--- src/rtl/smf_pkg.sv ---
// shared types and constants for the spiral matrix fill block
// no dependencies; imported by the interfaces, smf_walker and spiral_order_matrix_fill

package smf_pkg;

  localparam int unsigned ValueW = 16;
  localparam int unsigned FieldW = 5;
  localparam int unsigned CfgW   = 6;
  localparam int unsigned CfgIdxW = 1;

  typedef enum logic [1:0] {
    OP_PUSH    = 2'd0,
    OP_READ    = 2'd1,
    OP_RESTART = 2'd2
  } op_e;

  typedef enum logic [3:0] {
    HEAD_RIGHT = 4'b0001,
    HEAD_DOWN  = 4'b0010,
    HEAD_LEFT  = 4'b0100,
    HEAD_UP    = 4'b1000
  } heading_e;

  typedef enum logic [CfgIdxW-1:0] {
    CFG_ROW_COUNT    = 1'b0,
    CFG_COLUMN_COUNT = 1'b1
  } cfg_idx_e;

  typedef struct packed {
    logic restart;
    logic step;
  } walk_cmd_t;

  typedef struct packed {
    logic can_place;
    logic query_hit;
  } walk_status_t;

endpackage

--- src/rtl/smf_walker.sv ---
// spiral position, bounds and heading; decides whether a cell was written
// depends on smf_pkg

module smf_walker #(
  parameter int unsigned MAX_ROWS    = 32,
  parameter int unsigned MAX_COLUMNS = 32,
  parameter int unsigned PW          = 7
) (
  input  logic                          clk_i,
  input  logic                          rst_ni,
  input  smf_pkg::walk_cmd_t            cmd_i,
  input  logic signed [PW-1:0]          rows_i,
  input  logic signed [PW-1:0]          cols_i,
  input  logic [smf_pkg::FieldW-1:0]    query_row_i,
  input  logic [smf_pkg::FieldW-1:0]    query_col_i,
  output smf_pkg::walk_status_t         status_o,
  output logic signed [PW-1:0]          cur_row_o,
  output logic signed [PW-1:0]          cur_col_o
);
  import smf_pkg::*;

  localparam logic signed [PW-1:0] MaxRowsS = PW'(MAX_ROWS);
  localparam logic signed [PW-1:0] MaxColsS = PW'(MAX_COLUMNS);
  localparam logic signed [PW-1:0] One      = PW'(1);

  logic signed [PW-1:0] top_q, top_d, bot_q, bot_d, left_q, left_d, right_q, right_d;
  logic signed [PW-1:0] row_q, row_d, col_q, col_d;
  logic signed [PW-1:0] rows_used_q, rows_used_d, cols_used_q, cols_used_d;
  heading_e             head_q, head_d;

  logic                 done, in_range;
  logic signed [PW-1:0] qr, qc;
  logic                 in_init, out_rect, on_seg;

  assign done     = (top_q > bot_q) || (left_q > right_q);
  assign in_range = (row_q >= 0) && (row_q < MaxRowsS) && (col_q >= 0) && (col_q < MaxColsS);

  // visited cells: outside the shrunken rectangle, or already passed on the current edge
  assign qr       = PW'(query_row_i);
  assign qc       = PW'(query_col_i);
  assign in_init  = (qr < rows_used_q) && (qc < cols_used_q);
  assign out_rect = (qr < top_q) || (qr > bot_q) || (qc < left_q) || (qc > right_q);

  always_comb begin
    unique case (head_q)
      HEAD_RIGHT: on_seg = (qr == top_q) && (qc >= left_q) && (qc < col_q);
      HEAD_DOWN:  on_seg = (qc == right_q) && (qr >= top_q) && (qr < row_q);
      HEAD_LEFT:  on_seg = (qr == bot_q) && (qc > col_q) && (qc <= right_q);
      default:    on_seg = (qc == left_q) && (qr > row_q) && (qr <= bot_q);
    endcase
  end

  assign status_o.can_place = !done && in_range;
  assign status_o.query_hit = in_init && (out_rect || on_seg);
  assign cur_row_o = row_q;
  assign cur_col_o = col_q;

  always_comb begin
    top_d       = top_q;
    bot_d       = bot_q;
    left_d      = left_q;
    right_d     = right_q;
    row_d       = row_q;
    col_d       = col_q;
    head_d      = head_q;
    rows_used_d = rows_used_q;
    cols_used_d = cols_used_q;
    if (cmd_i.restart) begin
      top_d       = '0;
      bot_d       = rows_i - One;
      left_d      = '0;
      right_d     = cols_i - One;
      row_d       = '0;
      col_d       = '0;
      head_d      = HEAD_RIGHT;
      rows_used_d = rows_i;
      cols_used_d = cols_i;
    end else if (cmd_i.step) begin
      unique case (head_q)
        HEAD_RIGHT: begin
          if (col_q < right_q) begin
            col_d = col_q + One;
          end else begin
            top_d  = top_q + One;
            head_d = HEAD_DOWN;
            row_d  = row_q + One;
          end
        end
        HEAD_DOWN: begin
          if (row_q < bot_q) begin
            row_d = row_q + One;
          end else begin
            right_d = right_q - One;
            head_d  = HEAD_LEFT;
            col_d   = col_q - One;
          end
        end
        HEAD_LEFT: begin
          if (col_q > left_q) begin
            col_d = col_q - One;
          end else begin
            bot_d  = bot_q - One;
            head_d = HEAD_UP;
            row_d  = row_q - One;
          end
        end
        default: begin
          if (row_q > top_q) begin
            row_d = row_q - One;
          end else begin
            left_d = left_q + One;
            head_d = HEAD_RIGHT;
            col_d  = col_q + One;
          end
        end
      endcase
    end
  end

  // reset matches a 1 x 1 matrix, the reset register values
  always_ff @(posedge clk_i or negedge rst_ni) begin
    if (!rst_ni) begin
      top_q       <= '0;
      bot_q       <= '0;
      left_q      <= '0;
      right_q     <= '0;
      row_q       <= '0;
      col_q       <= '0;
      head_q      <= HEAD_RIGHT;
      rows_used_q <= One;
      cols_used_q <= One;
    end else begin
      top_q       <= top_d;
      bot_q       <= bot_d;
      left_q      <= left_d;
      right_q     <= right_d;
      row_q       <= row_d;
      col_q       <= col_d;
      head_q      <= head_d;
      rows_used_q <= rows_used_d;
      cols_used_q <= cols_used_d;
    end
  end

endmodule

--- config.mk ---
export PLATFORM = sky130hd
export DESIGN_NAME = smf_walker
export DESIGN_NICKNAME = d
export VERILOG_FILES = /design/src/rtl/smf_pkg.sv /design/src/rtl/smf_walker.sv
export SDC_FILE = /design/constraint.sdc
export NUM_CORES = 1
export LEC_CHECK = 0
export ABC_AREA = 1
export BUFFER_PORTS_ARGS = -buffer_cell sky130_fd_sc_hd__buf_2
export CORE_ASPECT_RATIO = 0.9
export CORE_MARGIN = 1
export CORE_UTILIZATION = 60
export CTS_CLUSTER_SIZE = 14
export DETAILED_ROUTE_END_ITERATION = 8
export PLACE_DENSITY = 0.79
export SLEW_MARGIN = 20
export SYNTH_ARGS = -nofsm -noshare
export SYNTH_HDL_FRONTEND = slang
export SYNTH_SLANG_ARGS = --single-unit
--- constraint.sdc ---
create_clock -name clk_i -period 5.7 [get_ports clk_i]
set_input_delay 1.14 -clock clk_i [delete_from_list [all_inputs] [get_ports clk_i]]
set_output_delay 1.14 -clock clk_i [all_outputs]
set_load 0.01 [all_outputs]
---- Word-level counts from Yosys, hierarchy flattened ----
Cells that the tools add are included.
cells by class
  add/sub/neg operators ................... 10
  $lt $le $gt $ge ......................... 24
  equal/unequal tests ..................... 19
  mux-type cells .......................... 38
  reduce and logical (&&, ||, !) cells .... 33
operator list
  operator                                                           number
  2-to-1 mux 7 bit                                                   28
  < comparator 6 x 7 -> 1 bit                                        6
  one-hot mux 7 bit (3 select lines)                                 2
  subtractor 7 x 2 -> 7 bit, second input constant                   6
  adder 7 x 2 -> 7 bit, second input constant                        4
  == test 6 x 7 -> 1 bit                                             4
  greater-than comparator 6 x 7 -> 1 bit                             4
  greater-than comparator 7 bit                                      4
  2-to-1 mux 4 bit                                                   6
  inequality test 3 bit, second input constant                       6
  AND reduction 5 bit                                                3
  greater-or-equal comparator 6 x 7 -> 1 bit                         2
  greater-or-equal comparator 7 x 1 -> 1 bit, second input constant  2
  less-or-equal comparator 6 x 7 -> 1 bit                            2
  logical AND 1 bit                                                  14
  < comparator 7 bit                                                 2
  < comparator 7 bit, second input constant                          2
  one-hot mux 4 bit (3 select lines)                                 1
  AND reduction 3 bit                                                4
  inequality test 2 bit, second input constant                       4
  nonzero test 2 bit                                                 4
  logical OR 1 bit                                                   5
  inequality test 5 x 2 -> 1 bit, second input constant              1
  nonzero test 5 bit                                                 1
  other kinds (7)                                                    7
storage, ports and cells
  register bits after elaboration ......... 60
  input bits .............................. 28
  logic and storage cells ................. 133

---- Depth between registers and ports, before layout ----
Gate-level depths: netlist (run 1).
  word-level depth ........................ 6
  gate-level depth with buffers ........... 16
  gate-level depth less buffers ........... 16

---- Worst setup path after synthesis (run 1) ----
OpenSTA, ideal clock, no wires.
  path kind ............................... in2out
  start point ............................. input query_col_i[4] in the netlist's numbering
  end point ............................... output status_o[0] in the netlist's numbering
  data arrival time ....................... 2.149 ns
  data required time ...................... 4.560 ns
  path slack .............................. 2.411 ns
  cell stages on the path ................. 13
  buffers on the path ..................... 0
  cell sequence ........................... ha_1 > nand2_1 > nor2_1 > nand2_1 > nor2_1 > nand2_1 > nor2_1 > nand2_1 > nand2_1 > nor2_1 > nand3_1 > nand2_1 > inv_1
RTL lines
  element      RTL line          source
  from (decl)  smf_walker.sv:15  input logic [smf_pkg::FieldW-1:0] query_col_i,
  to (decl)    smf_walker.sv:16  output smf_pkg::walk_status_t status_o,

==> impl_metrics.env, run 1 <==
export IMPL_holdBufCountCts=0
export IMPL_ys_seq_area_frac=0.2681
export IMPL_hold_viol_final=0
export IMPL_synth_top_cells_by_area="dfrtp_1 25%, ha_1 21%, nand2_1 14%"
export IMPL_path_common_cell="nand2_1"
export IMPL_gp_congestion=0.9433
export IMPL_antenna_found_initial=0
export IMPL_clkLatencyLatePin_ns=0.35
export IMPL_clockRootBuffer="clkbuf_8"
export IMPL_slew_viol_final=0
export IMPL_grt_usage=0.3161
export IMPL_placed_area_sq_um=5902
export IMPL_route_detailed_drc=0
export IMPL_finalCritPeriodShare=0.6460
export IMPL_grt_overflow_total=0
export IMPL_avgSynthCellArea_sq_um=7.198
export IMPL_numCtsBuffers=9
export IMPL_routed_wl_um=14150
export IMPL_dr_pass1_iters=5
export IMPL_path_buf_inv=4
export IMPL_finalPower_mw=2.765
export IMPL_p_leak_nw=3.345
export IMPL_num_antenna_cells=0
export IMPL_design_area_sq_um=6058
export IMPL_worst_ep_required_time_ns=4.56
export IMPL_path_cells="buf_2 > ha_1 > nand2_1 > nor3_1 > nand2_1 > nand2_1 > nand2_1 > inv_1 > nand2_1 > nor2_1 > nand3_1 > nand2_1 > inv_1 > buf_2"
export IMPL_p_per_area_nw_per_um2=456.4
export IMPL_die_area_sq_um=9748
export IMPL_clock_skew_ns=0.008463
export IMPL_grt_pass1_wl_um=24340
export IMPL_finalSetupViolCount=0
export IMPL_num_rows=33
export IMPL_initial_utilization=0.6180
export IMPL_cts_buffer_depth=2
export IMPL_post_route_util=0.6669
export IMPL_max_stage_delay_ns=0.30
export IMPL_synth_seq_cells=60
export IMPL_syn_to_final_growth_pct=7.912
export IMPL_wl_per_cell_um=14.91
export IMPL_syn_area_sq_um=5614
export IMPL_ant_nets=0
export IMPL_core_sq_um=9084
export IMPL_final_net_count=946
export IMPL_post_cts_buffers=0
export IMPL_yosys_warnings=0
export IMPL_die_w_um=104.0
export IMPL_rsz0062_at_grt="false"
export IMPL_start_kind="input pin"
export IMPL_cts_clk_slew_worst_paths_ns=0.07
export IMPL_drive_gt1_frac=0.1149
export IMPL_portBuffers=43
export IMPL_slowest_stage="ha_1"
export IMPL_fin_crit_ns=3.682
export IMPL_worst_slew_pin_slew_ns=0.7941
export IMPL_grt_max_degree=61
export IMPL_die_h_um=93.77
export IMPL_cts_num_sinks=60
export IMPL_cp_arrival_ns=2.54
export IMPL_timing_max_cap_violations=0
export IMPL_synthCells=780
export IMPL_drt_iter0_drc=326
export IMPL_synth_top_area_cell="dfrtp_1"
export IMPL_crit_family="simple AND/OR/NAND/NOR gates"
export IMPL_endpoint_kind="output pin"
export IMPL_grt_pass1_vias=5171
export IMPL_post_dp_hpwl_um=10870
export IMPL_htreeDepth=3
export IMPL_synth_cell_type_count=41
export IMPL_hold_path_class="reg -> reg"
export IMPL_synth_top_area_frac=0.2541
export IMPL_status="completed"
export IMPL_postCtsResizedCells=0
export IMPL_cts_tree="built"
export IMPL_tns_ns=0
export IMPL_io_pins=44
export IMPL_peakVddDrop_mv=0.3185
export IMPL_relSlewSlack=0.4706
export IMPL_via_per_inst=5.610
export IMPL_max_clock_freq_mhz=271.6
export IMPL_crit_type="in -> out"
export IMPL_via_count=5324
export IMPL_synth_fp_nets=902
export IMPL_path_max_fanout=4
## per-layer routing
layer,part of all wire,wire length [um],global-route usage
met2,0.45,6300,0.5139
met5,0,0,0
met4,0.025,347,0.1155
met3,0.055,783,0.04854
met1,0.47,6719,0.4276
## cells by family after synthesis
group                      Yosys count  share of synthesized area
AOI/OAI and AO/OA                  124                     0.1190
xor gates and xnor gates            18                    0.02808
adders and majority gates           94                     0.2122
buffers and inverters              120                    0.08914
DFF                                 60                     0.2681
and+or+nand+nor                    364                     0.2835
## cells in the final DEF, fill, tap and decap left out, drive strengths merged, types with 2 or more instances in the layout
cell type  count
a21oi         37
buf           45
clkbuf        11
clkinv         3
dfrtp         57
dfstp          3
fa             2
ha            92
inv          108
nand2        219
nand3         42
nand3b         4
nand4         18
nor2          65
nor3          11
nor4           2
o211ai         2
o21ai         79
or2            3
xnor2          5
xor2          13
## worst min-delay path, delay by kind of cell (launching register included)
kind             cells  cell delay [ns]
DFF                  1             0.37
and+or+nand+nor      2             0.09
## area by class of cell
class	instances	area, sq um
clock buffer	11	141.4
multi-input combinational	600	3608
timing repair buffer	45	230.2
clock inverter	3	15.01
sequential	60	1505
inverter	108	405.4
fill	811	3025
tap	122	152.6
## where the power goes
group	internal [mW]	leakage (nW)	switching [mW]	total, mW
logic	0.632	2.49	1.10	1.73
clock network	0.162	0.0848	0.171	0.333
registers	0.540	0.766	0.164	0.704
total	1.33	3.34	1.43	2.77
## synthesized netlist by cell type
library cell	number
dfstp_2	3
dfrtp_1	57
inv_2	5
nand2_4	1
xor2_1	13
a21oi_1	36
nand3b_1	4
o21ai_4	1
buf_4	3
o2111ai_1	1
nor3_2	4
clkbuf_1	2
inv_1	103
o21ai_0	39
o21a_1	1
o21bai_1	1
a31oi_1	1
buf_1	1
nand2_1	209
nor4_1	2
buf_2	1
nand4_1	17
nand2_2	9
o21ai_2	3
a21o_1	1
nor2_4	2
nand3_2	2
a221oi_1	1
fa_1	2
a21oi_2	1
or2_2	3
ha_1	92
nor2_2	2
o21ai_1	36
nand3_1	40
xnor2_1	5
o211ai_1	2
nor2_1	61
nor3_1	7
buf_6	5
nand4_2	1
## flip-flops by register name (all words and copies together), names as in the netlist
name         count
right_q          7
cols_used_q      7
head_q           4
rows_used_q      7
top_q            7
left_q           7
cur_col_o        7
bot_q            7
cur_row_o        7
## stage by stage
stage | setup slack (ns) | hold WS (ns) | instances
6_report | 2.018 | 0.4630 | 949
3_3_place_gp | 2.083 | 0.4533 | 935
5_1_grt | 1.838 | 0.4880 | 949
2_1_floorplan | 2.411 | 0.4431 | 780
4_1_cts | 2.018 | 0.4638 | 949
3_5_place_dp | 2.019 | 0.4536 | 935
## final timing paths
kind | startpoint | endpoint | slack (ns) | cells after the start
min reg2reg | rows_used_q[0] | rows_used_q[0] | 0.46 | 2
max reg2reg | head_q[0] | cur_row_o[5] | 3.29 | 15
max in group asynchronous | rst_ni | head_q[3] | 4.21 | 2
min in group asynchronous | rst_ni | rows_used_q[3] | 0.92 | 2
max | query_row_i[4] | status_o[0] | 2.02 | 14
min | rows_used_q[0] | rows_used_q[0] | 0.46 | 2
Power figures use the tool's default switching activity.
==> run 2, diff against run 1 <==
Settings changed: CORE_UTILIZATION 60 to 56, PLACE_DENSITY 0.79 to 0.77.
Clock period 5.7 ns to 3.12 ns, I/O delays scaled along.
==> impl_metrics.env, run 2 (synthesis gave the netlist of run 1 again) <==
export IMPL_timing_max_cap_violations=0
export IMPL_post_dp_hpwl_um=11020
export IMPL_path_common_cell="nand2_1"
export IMPL_wl_per_cell_um=14.96
export IMPL_die_area_sq_um=10430
export IMPL_path_max_fanout=7
export IMPL_hold_viol_final=0
export IMPL_tns_ns=0
export IMPL_status="completed"
export IMPL_peakVddDrop_mv=0.5347
export IMPL_p_int_mw=2.481
export IMPL_switchingPower_mw=2.638
export IMPL_fin_crit_ns=2.905
export IMPL_worst_slew_pin_slew_ns=0.4837
export IMPL_core_sq_um=9699
export IMPL_max_stage_delay_ns=0.48
export IMPL_p_per_area_nw_per_um2=838.9
export IMPL_worst_ep_required_time_ns=2.50
export IMPL_rsz0062_at_grt="false"
export IMPL_numCtsBuffers=9
export IMPL_die_w_um=107.5
export IMPL_clockRootBuffer="clkbuf_8"
export IMPL_num_antenna_cells=0
export IMPL_initial_utilization=0.5788
export IMPL_clkLatencyLatePin_ns=0.34
export IMPL_max_clock_freq_mhz=344.2
export IMPL_hold_path_class="in -> async"
export IMPL_endpoint_kind="output pin"
export IMPL_layout_commonest_cell="nand2_1"
export IMPL_fillers=907
export IMPL_cts_num_sinks=60
export IMPL_slew_viol_final=0
export IMPL_cts_buffer_depth=2
export IMPL_grt_usage=0.2941
export IMPL_gp_congestion=0.8885
export IMPL_start_kind="flop"
export IMPL_pwr_share_comb=0.624
export IMPL_final_cells=958
export IMPL_htreeDepth=3
export IMPL_finalCritPeriodShare=0.9311
export IMPL_via_per_inst=5.578
export IMPL_swShare=0.5154
export IMPL_num_rows=34
export IMPL_finalSetupViolCount=0
export IMPL_final_net_count=949
export IMPL_dr_pass1_iters=5
export IMPL_crit_family="simple AND/OR/NAND/NOR gates"
export IMPL_slowest_stage="dfrtp_1"
export IMPL_route_detailed_drc=0
export IMPL_path_buf_inv=3
export IMPL_grt_max_degree=35
export IMPL_ant_nets=0
export IMPL_final_cell_mix="209 x nand2_1, 103 x inv_1, 92 x ha_1"
export IMPL_crit_type="reg -> out"
export IMPL_p_leak_nw=3.365
export IMPL_holdBufCountCts=0
export IMPL_drive_gt1_frac=0.1178
export IMPL_path_cells="inv_1 > ha_1 > nand2_1 > nor2_1 > nand2_1 > nor2_1 > nand2_1 > nor2_1 > nand2_1 > nand2_1 > nor2_1 > nand3_1 > nand2_1 > inv_1 > buf_2"
export IMPL_clkPwrFrac=0.125
export IMPL_drt_iter0_drc=406
export IMPL_portBuffers=43
export IMPL_grt_pass1_wl_um=24190
export IMPL_post_cts_buffers=0
export IMPL_postCtsResizedCells=0
export IMPL_clock_skew_ns=0.008400
export IMPL_cts_tree="built"
export IMPL_antenna_found_initial=0
export IMPL_relSlewSlack=0.6763
export IMPL_placedCellCount=942
export IMPL_power_frac_seq=0.251
export IMPL_via_count=5344
export IMPL_routed_wl_um=14330
export IMPL_grt_pass1_vias=5127
export IMPL_syn_to_final_growth_pct=8.692
export IMPL_cts_clk_slew_worst_paths_ns=0.07
export IMPL_io_pins=44
export IMPL_die_h_um=96.99
export IMPL_grt_overflow_total=0
export IMPL_cp_arrival_ns=2.28
-- run 2: stage by stage --
step | hold slack, ns | setup slack [ns] | instance area, sq um | total power, mW | util
2_1_floorplan | 0.3284 | 0.8630 | 5614 | 3.638 | -
3_3_place_gp | 0.4515 | 0.5049 | 5929 | 4.260 | 0.6113
3_5_place_dp | 0.4547 | 0.4730 | 5929 | 4.423 | 0.6113
4_1_cts | 0.2884 | 0.2167 | 6102 | 5.092 | 0.6291
5_1_grt | 0.3033 | 0.004388 | 6102 | 5.672 | 0.6291
6_report | 0.2808 | 0.2151 | 6102 | 5.119 | 0.6291
-- run 2: area by class of cell --
| type | instances | area [sq um] | area share |
|---|---|---|---|
| Clock buffer | 14 | 162.7 | 0.02666 |
| Clock inverter | 2 | 10.01 | 0.001640 |
| Inverter | 108 | 405.4 | 0.06643 |
| Multi-Input combinational cell | 600 | 3608 | 0.5913 |
| Sequential cell | 60 | 1505 | 0.2467 |
| Tap cell | 126 | 157.7 | 0.02584 |
| Timing Repair Buffer | 48 | 252.7 | 0.04142 |
-- run 2: power groups by stage --
stage	Combinational, mW	Clock (mW)	Sequential [mW]
3_5_place_dp	3.14	0	1.29
5_1_grt	3.67	0.693	1.31
2_1_floorplan	2.42	0	1.21
6_report	3.19	0.641	1.28
4_1_cts	3.17	0.648	1.28
3_3_place_gp	2.98	0	1.28
-- run 2: layer usage --
metal  wire (um)  global-route usage
met5           0                   0
met2        6535              0.4768
met1        6715              0.4051
met3         892             0.04852
met4         185             0.07482
-- run 2: path summary, 6_finish.rpt --
| kind | from | cells after the start | endpoint | slack (ns) |
|---|---|---|---|---|
| hold reg to reg | cols_used_q[0] | 2 | cols_used_q[0] | 0.46 |
| min in group clk_i | cols_used_q[0] | 2 | cols_used_q[0] | 0.46 |
| max in group asynchronous | rst_ni | 2 | rows_used_q[0] | 2.44 |
| setup / recovery | left_q[4] | 15 | status_o[0] | 0.22 |
| hold / removal | rst_ni | 2 | bot_q[3] | 0.28 |
| setup reg to reg | head_q[2] | 15 | cur_col_o[6] | 0.75 |
==> run 3, diff against run 2 <==
Settings changed: CORE_ASPECT_RATIO 0.9 to 2.
==> impl_metrics.env, run 3 (synthesis gave the netlist of run 1 again) <==
export IMPL_status="completed"
export IMPL_p_int_mw=2.942
export IMPL_path_max_fanout=7
export IMPL_grt_overflow_total=0
export IMPL_setup_ws_ns=0.2120
export IMPL_routed_wl_um=15550
export IMPL_gp_congestion=0.9428
export IMPL_grt_pass1_wl_um=24680
export IMPL_layout_commonest_cell="nand2_1"
export IMPL_core_sq_um=9763
export IMPL_grt_pass1_vias=5268
export IMPL_cts_buffer_depth=2
export IMPL_clock_skew_ns=0.005637
export IMPL_postCtsResizedCells=0
export IMPL_die_w_um=72.80
export IMPL_htreeDepth=3
export IMPL_dr_pass1_iters=4
export IMPL_via_count=5327
export IMPL_drive_gt1_frac=0.1266
export IMPL_cts_clk_slew_worst_paths_ns=0.06
export IMPL_post_dp_hpwl_um=12210
export IMPL_start_kind="flop"
export IMPL_clockRootBuffer="clkbuf_16"
export IMPL_worst_slew_pin_slew_ns=0.7604
export IMPL_final_net_count=954
export IMPL_p_per_area_nw_per_um2=906.5
export IMPL_power_frac_seq=0.220
export IMPL_die_area_sq_um=10450
export IMPL_final_cell_mix="209 x nand2_1, 103 x inv_1, 92 x ha_1"
export IMPL_cts_num_sinks=60
export IMPL_timing_max_cap_violations=0
export IMPL_pwr_share_comb=0.581
export IMPL_rsz0062_at_grt="false"
export IMPL_whs_ns=0.3544
export IMPL_io_pins=44
export IMPL_tns_ns=0
export IMPL_clkLatencyLatePin_ns=0.34
export IMPL_drt_iter0_drc=331
export IMPL_holdBufCountCts=0
export IMPL_relSlewSlack=0.4930
export IMPL_post_route_util=0.6464
export IMPL_cp_arrival_ns=2.28
export IMPL_clkPwrFrac=0.199
export IMPL_worst_ep_required_time_ns=2.50
export IMPL_grt_usage=0.3151
export IMPL_post_cts_buffers=0
export IMPL_place_ws_ns=0.4560
export IMPL_p_leak_nw=3.469
export IMPL_swShare=0.4858
export IMPL_antenna_found_initial=0
export IMPL_num_antenna_cells=0
export IMPL_slew_viol_final=0
export IMPL_die_h_um=143.6
export IMPL_route_detailed_drc=0
export IMPL_finalSetupViolCount=0
export IMPL_finalPower_mw=5.721
export IMPL_hold_viol_final=0
export IMPL_fin_crit_ns=2.908
export IMPL_hold_path_class="in -> async"
export IMPL_switchingPower_mw=2.779
export IMPL_grt_max_degree=34
export IMPL_via_per_inst=5.497
export IMPL_finalCritPeriodShare=0.9321
export IMPL_num_rows=51
export IMPL_numCtsBuffers=9
export IMPL_max_clock_freq_mhz=343.9
export IMPL_syn_to_final_growth_pct=12.41
export IMPL_portBuffers=43
export IMPL_endpoint_kind="output pin"
export IMPL_crit_type="reg -> out"
export IMPL_wl_per_cell_um=16.05
export IMPL_peakVddDrop_mv=0.5485
export IMPL_ant_nets=0
export IMPL_initial_utilization=0.5750
export IMPL_cts_tree="built"
[run 3: cell count changes in the layout (fill, tap and decap cells not counted)]
cell / change
clkbuf_16: +9
clkbuf_8: -8
buf_4: +5
clkbuf_1: -3
bufinv_16: +2
[run 3: through the flow]
| step | area [sq um] | std cells |
|---|---|---|
| 2_1_floorplan | 5614 | 780 |
| 3_3_place_gp | 5974 | 953 |
| 3_5_place_dp | 5974 | 953 |
| 4_1_cts | 6311 | 969 |
| 5_1_grt | 6311 | 969 |
| 6_report | 6311 | 969 |
[run 3: worst paths after layout]
path	depth (start not counted)	startpoint	end	slack, ns
max	15	left_q[4]	status_o[0]	0.21
min	1	rst_ni	cur_row_o[4]	0.35
max reg2reg	16	head_q[0]	cur_row_o[5]	0.72
min reg2reg	2	cols_used_q[0]	cols_used_q[0]	0.47
max in group asynchronous	2	rst_ni	cols_used_q[0]	1.95
min in group clk_i	2	cols_used_q[0]	cols_used_q[0]	0.47
[run 3: final cells by class]
cell class | count | area [sq um]
clock buffer | 12 | 266.5
inverter | 108 | 405.4
tap | 132 | 165.2
multi-input combinational | 600 | 3608
fill | 863 | 3452
timing repair buffer | 53 | 290.3
sequential | 60 | 1505
clock inverter | 4 | 70.07
[run 3: layer usage]
metal | vias to the layer above | track usage | share of wire
met1 | 2465 | 0.3154 | 0.37
li1 | 2665 | - | -
met2 | 142 | 0.5740 | 0.54
met4 | 0 | 0.2343 | 0.066
met5 | - | 0 | 0
met3 | 55 | 0.04208 | 0.028
[run 3: critical path, cell delays in order (launching register included)]
cell and delay [ns]:
dfrtp_1 0.47, inv_1 0.16, ha_1 0.34, nand2_1 0.06
nor2_1 0.16, nand2_1 0.07, nor2_1 0.09, nand2_1 0.06
nor2_1 0.08, nand2_1 0.06, nand2_1 0.06, nor2_1 0.04
nand3_1 0.09, nand2_1 0.05, inv_1 0.05, buf_2 0.12
[run 3: power groups by stage]
stage                     Sequential (mW)  Clock [mW]  Combinational (mW)
after floorplan                      1.21           0                2.42
after global placement               1.26           0                3.12
after detailed placement             1.26           0                3.27
after CTS                            1.25        1.15                3.31
after global routing                 1.27        1.18                3.77
final                                1.26        1.14                3.33
